### config.mk
export PLATFORM = sky130hd
export DESIGN_NAME = coo2csc_ctrl
export DESIGN_NICKNAME = d
export VERILOG_FILES = /design/src/design/coo2csc_pkg.sv /design/src/design/coo2csc_ctrl.sv
export SDC_FILE = /design/constraint.sdc
export NUM_CORES = 1
export LEC_CHECK = 0
export CAP_MARGIN = 5
export CORE_AREA = 2 2 39 41
export DETAILED_ROUTE_END_ITERATION = 10
export DIE_AREA = 0 0 41 43
export DONT_BUFFER_PORTS = 1
export PLACE_DENSITY = 0.47
export SYNTH_ARGS = -nofsm -noshare
export SYNTH_HDL_FRONTEND = slang
export SYNTH_SLANG_ARGS = --single-unit
export TNS_END_PERCENT = 20
### constraint.sdc
create_clock -name clk -period 1.67 [get_ports clk]
set_clock_uncertainty 0.15 [all_clocks]
set_input_delay 0.334 -clock clk [delete_from_list [all_inputs] [get_ports clk]]
set_output_delay 0.334 -clock clk [all_outputs]
set_load 0.02 [all_outputs]
### src/design/coo2csc_pkg.sv
package coo2csc_pkg;

  localparam int unsigned MAX_VERTICES = 1024;
  localparam int unsigned MAX_EDGES    = 65536;
  localparam int unsigned WEIGHT_BITS  = 32;

  localparam int unsigned VTX_W  = 10;   // vertex number
  localparam int unsigned IDX_W  = 11;   // 0 .. MAX_VERTICES
  localparam int unsigned CNT_W  = 17;   // 0 .. MAX_EDGES
  localparam int unsigned SLOT_W = 16;

  localparam logic [CNT_W-1:0] EDGE_LIMIT = CNT_W'(MAX_EDGES);
  localparam logic [IDX_W-1:0] VTX_LIMIT  = IDX_W'(MAX_VERTICES);
  localparam logic [IDX_W-1:0] LAST_VTX   = IDX_W'(MAX_VERTICES - 1);

  typedef enum logic [2:0] {
    MODE_CLEAR = 3'd0,
    MODE_COUNT = 3'd1,
    MODE_BUILD = 3'd2,
    MODE_PLACE = 3'd3,
    MODE_READ  = 3'd4
  } mode_t;

  localparam logic [1:0] KIND_EDGE   = 2'd0;
  localparam logic [1:0] KIND_OFFSET = 2'd1;
  localparam logic [1:0] KIND_TOTAL  = 2'd2;

  typedef enum logic [3:0] {
    ST_CLEAR,
    ST_IDLE,
    ST_COUNT_WR,
    ST_PLACE_WR,
    ST_BUILD_RD,
    ST_BUILD_WR,
    ST_EMIT
  } state_t;

  typedef struct packed {
    logic take;       // latch item, read its entries
    logic idx_clr;
    logic idx_inc;
    logic wr_clear;   // zero entry idx of both stores
    logic wr_count;
    logic wr_place;
    logic rd_build;
    logic wr_build;
    logic emit;
  } cmd_t;

  typedef struct packed {
    logic count_fail;
    logic place_fail;
    logic clear_last;
    logic build_last;
    logic out_busy;
  } status_t;

endpackage

### src/design/coo2csc_ctrl.sv
module coo2csc_ctrl
  import coo2csc_pkg::*;
(
  input  logic        clk,
  input  logic        rst,
  input  logic        in_valid,
  input  logic [2:0]  mode,
  input  status_t     status,
  output logic        in_stall,
  output cmd_t        cmd
);

  state_t state;
  state_t state_next;

  always_ff @(posedge clk) begin
    if (rst) begin
      state <= ST_CLEAR;
    end else begin
      state <= state_next;
    end
  end

  always_comb begin
    state_next = state;
    cmd        = '0;
    in_stall   = (state != ST_IDLE);
    unique case (state)
      ST_CLEAR: begin
        cmd.wr_clear = 1'b1;
        if (status.clear_last) begin
          state_next = ST_IDLE;
        end else begin
          cmd.idx_inc = 1'b1;
        end
      end
      ST_IDLE: begin
        if (in_valid) begin
          cmd.take = 1'b1;
          unique case (mode)
            MODE_CLEAR: begin
              cmd.idx_clr = 1'b1;
              state_next  = ST_CLEAR;
            end
            MODE_COUNT: state_next = ST_COUNT_WR;
            MODE_BUILD: begin
              cmd.idx_clr = 1'b1;
              state_next  = ST_BUILD_RD;
            end
            MODE_PLACE: state_next = ST_PLACE_WR;
            MODE_READ:  state_next = ST_EMIT;
            default:    state_next = ST_IDLE;
          endcase
        end
      end
      ST_COUNT_WR: begin
        if (status.count_fail) begin
          state_next = ST_EMIT;
        end else begin
          cmd.wr_count = 1'b1;
          state_next   = ST_IDLE;
        end
      end
      ST_PLACE_WR: begin
        cmd.wr_place = !status.place_fail;
        state_next   = ST_EMIT;
      end
      ST_BUILD_RD: begin
        cmd.rd_build = 1'b1;
        state_next   = ST_BUILD_WR;
      end
      ST_BUILD_WR: begin
        cmd.wr_build = 1'b1;
        if (status.build_last) begin
          state_next = ST_EMIT;
        end else begin
          cmd.idx_inc = 1'b1;
          state_next  = ST_BUILD_RD;
        end
      end
      ST_EMIT: begin
        // hold until the output register is free
        if (!status.out_busy) begin
          cmd.emit   = 1'b1;
          state_next = ST_IDLE;
        end
      end
      default: state_next = ST_IDLE;
    endcase
  end

endmodule

# Yosys cells after proc, flatten, opt, wreduce, memory -nomap -nowiden
# Index checks and enable logic that the tools add are counted.
[op_classes]
n_eq_ne = 14
muxes = 21
n_reduce_logical = 5
[ops]
columns = ["operator", "count"]
rows = [
  ["case mux 4 bit (7 select lines)", 1],
  ["case mux 3 bit (5 select lines)", 1],
  ["equality test 4 x 3 -> 1 bit, second input constant", 3],
  ["2-to-1 mux 4 bit", 3],
  ["2-to-1 mux 1 bit", 11],
  ["equality test 4 x 2 -> 1 bit, second input constant", 2],
  ["equality test 3 x 2 -> 1 bit, second input constant", 2],
  ["2-to-1 mux 2 bit", 3],
  ["!= test 2 bit, second input constant", 3],
  ["equality test 4 x 1 -> 1 bit, second input constant", 1],
  ["zero test 4 bit", 1],
  ["!= test 4 x 1 -> 1 bit, second input constant", 1],
  ["equality test 3 x 1 -> 1 bit, second input constant", 1],
  ["equality test 3 bit, second input constant", 1],
  ["zero test 3 bit", 1],
  ["2-to-1 mux 3 bit", 1],
  ["AND reduction 3 bit", 1],
  ["case mux 1 bit (2 select lines)", 1],
  ["OR reduction 2 bit", 1],
  ["zero test 1 bit", 1],
]
[word_totals]
reg_bits = 4
input_bits = 11
output_inout_bits = 10
elab_cells = 41

# Longest topological paths before layout
[depth]
word_depth = 5
ltp_mapped = 4
ltp_nobuf = 3

# Least setup slack after synthesis
# OpenSTA, ideal clock, no wires.
[synth_path]
path_kind = "reg-to-output"
startpoint = "register state[1]"
endpoint = "output cmd[7] (netlist bit)"
arrival_time_ps = 1443
t_required_ps = 1186
setup_slack_ps = -257
path_stages_with_launch = 4
path_buffers = 0
cell_sequence = "dfxtp_1 nor3b_4 and2_1 nor3b_1"
[synth_rtl]
columns = ["item", "line", "rtl"]
rows = [
  ["from (decl)", "coo2csc_ctrl.sv:13", "state_t state;"],
  ["from (signal assigned)", "coo2csc_ctrl.sv:20", "state <= state_next;"],
  ["to (decl)", "coo2csc_ctrl.sv:10", "output cmd_t cmd"],
]

==> results.md <==
- Critical path capture point type: output pin
- Number of top-level pins: 21
- Vias: 406
- Final Setup Violations: 2
- Core ar.: 1380 um2
- FMAX: 0.574 GHz
- Deepest clock path buffer count: 2
- Dominant synthesized flop cell: dfxtp_1
- Non-Filler Instances: 79
- Clk slew on worst S/H paths: 0.03 ns
- Final hold slack: 0.0191 ns
- Max Cap Viol: 0
- # H-tree levels: 1
- Number of flip-flops in the largest register: 3
- GP Congestion: 0.749
- Register Area: 68.8 um2
- Failing checks: negative setup slack
- WHS Path Cells: 1
- Number of synthesized register bits: 3
- Post-synthesis async set-or-reset flop share: 0
- Yosys cell types: 32
- Area of the multi-input gates: 313 um2
- Die W: 41 um
- HPWL after DPL: 740 um
- Logic gate share of total power: 0.297
- Fill count: 152
- Port Buffers: 0
- Die area: 1760 um2
- Sw frac: 0.274
- Mapped Nets: 57
- Ranking of synthesized cells by area: dfxtp_1 (16%), nor3b_1 (8.0%), and3b_2 (5.3%)
- Final Cell Area: 563 um2
- Chip Height: 43 um
- RSZ-0062 raised after global routing: true
- Post-route minimum period: 1.74 ns
- Top reg by flops: state
- Yosys warnings: 0
- All-layer global routing usage: 0.131
- Total CTS buffers: 3
- P_int: 0.205 mW
- CP Class: reg -> out
- DP Worst Slack: 0.107 ns
- Peak supply drop: 0.176 mV
- Worst-path fanout max: 6
- Share of cells above drive strength 1: 0.587
- Tcrit/Tclk final: 1.04
- Worst R2R End: state[0]
- Row count: 14
- Final setup TNS: -0.0831 ns
- Area post-placement: 480 um2
- Seq/Total Area, Yosys: 0.159
- Power density cells: 502 nW/um2
- Required time worst endpoint: 1.19 ns
- Reg2Reg Depth: 4
- Worst setup startpoint: state[1]
- Total clock sinks: 3
- WHS Endpoint: state[1]
- CTS tree: yes
- Hold Path Class: in -> reg
- Post-synth EDFFs: 0
- Seq pwr share: 0.264
- Clk network pwr share: 0.439
- Reg2reg start: state[1]
- Residual DRC: 0
- Post-Route WL: 931 um
- Syn Area/Cell: 8.19 um2
- CP startpoint kind: flip-flop
- Hold Fails Final Rpt: 0
- Vias/cell: 5.14
- Outcome: complete, but fails checks
- Initial DRC Count: 2
- Critical-path top delay cell: dfxtp_4
- Mapped Area: 377 um2
- Antenna Nets Post-Route: 0
- Synth area leader: dfxtp_1
- Syn Inst Count: 46
- Initial antenna violation count: 0
- Power Total: 0.283 mW
- CP arrival: 1.26 ns
- Dpl cells: 72
- Synthesis-to-finish area growth: 49.5%
- WL/cell: 11.8 um
- Nets: 75
- Psw: 0.0775 mW
- Root Driver: clkbuf_4
- R2r setup slk: 0.22 ns
- Least-Margin Pin Slew: 0.265 ns
- Biggest regs: state x3
- Slew HR: 0.823
- Initial Utilization: 0.272
- Hold Startpoint: rst
- Critical path cell sequence: nor3b_4 > and2_4 > nor3b_2 > buf_4
- Worst-Skew Late Latency: 0.23 ns
- Grt total ovfl: 0
- Post-layout util: 0.407
- Top-area cell type share of the netlist area: 0.159
- CP max stage delay: 0.36 ns
- Final Max Tran Viols: 0
- Largest net degree at the start of global routing: 8
- N_diodes: 0
- First-pass DRT Iterations: 4
- Vias in the first global route: 419
- Setup ws final: -0.0711 ns
- First-pass GRT wire length: 1.57 mm
- Leakage dissipation: 0.239 nW
==> power groups by stage <==
stage / Combinational, mW / Sequential, mW / Clock [mW]
6_report: 0.0841 / 0.0745 / 0.124
5_1_grt: 0.0917 / 0.0750 / 0.134
4_1_cts: 0.0831 / 0.0757 / 0.130
3_5_place_dp: 0.0754 / 0.0783 / 0
3_3_place_gp: 0.0758 / 0.0783 / 0
2_1_floorplan: 0.0545 / 0.0777 / 0
==> metal layers <==
| metal | global-route usage | vias up | routed length, um |
|---|---|---|---|
| met2 | 0.206 | 18 | 465 |
| met4 | 0.0800 | 0 | 0 |
| met3 | 0.0419 | 0 | 79 |
| li1 | - | 205 | - |
| met5 | 0 | - | 0 |
| met1 | 0.144 | 183 | 385 |
==> synthesized netlist by cell type, types with 2 or more instances <==
master	count
and3b_2	2
o21ai_0	2
a21oi_1	2
dfxtp_1	3
nand2_1	2
nor3_1	4
nor3b_1	4
inv_1	3
==> how the worst max path moves through the flow <==
| stage | end | slack [ns] | cells past startpoint |
|---|---|---|---|
| final | cmd[7] | -0.07 | 4 |
| after global routing | cmd[7] | -0.12 | 4 |
| after CTS | cmd[7] | -0.08 | 4 |
| after detailed placement | cmd[4] | 0.11 | 3 |
| after global placement | cmd[7] | 0.12 | 4 |
| after floorplan | cmd[7] | -0.07 | 3 |
==> cells by family (layout without fill, tap and decap cells) <==
kind of cell	after synthesis	in the layout	share of synthesized area
XOR/XNOR	1	1	0.0233
flip-flops	3	3	0.159
AND/OR/NAND/NOR	23	23	0.442
adder cells (fa/ha/maj)	1	1	0.0299
AO/OA/AOI/OAI	12	12	0.253
buffers and inverters	6	23	0.0930
==> area by class of cell <==
cell class	instances	share of cell area
multi-input combinational	37	0.556
inverter	3	0.0200
clock buffer	4	0.0467
tap	16	0.0356
sequential	3	0.122
timing repair buffer	16	0.220
==> cells in the final DEF (no fill, tap or decap), drive strengths merged <==
cell / synthesis / layout
buf: 3 / 16
nor3b: 5 / 5
clkbuf: 0 / 4
nor3: 4 / 4
inv: 3 / 3
and3b: 3 / 3
dfxtp: 3 / 3
and2: 2 / 2
nand2: 2 / 2
o21ai: 2 / 2
a21oi: 2 / 2
and2b: 2 / 2
a22o: 1 / 1
xor2: 1 / 1
nand3b: 1 / 1
o21a: 1 / 1
o22ai: 1 / 1
nor2: 1 / 1
o2bb2ai: 1 / 1
a211oi: 1 / 1
nor2b: 1 / 1
a22oi: 1 / 1
a311oi: 1 / 1
nand3: 1 / 1
or3: 1 / 1
maj3: 1 / 1
a2111oi: 1 / 1
==> critical path, delay by kind of cell, from the launching register on <==
family                 cells  cell delay, ns
flip-flops                 1            0.36
AND/OR/NAND/NOR            3            0.51
buffers and inverters      1            0.16
==> what timing repair did <==
action / in CTS / in global routing
resized for setup: 6 / 4
buffers inserted: 2 / 1
pin swaps: 3 / 2
endpoints found under the setup margin: 5 / 5
hold buffers: 0 / 0
Power figures use the tool's default switching activity.
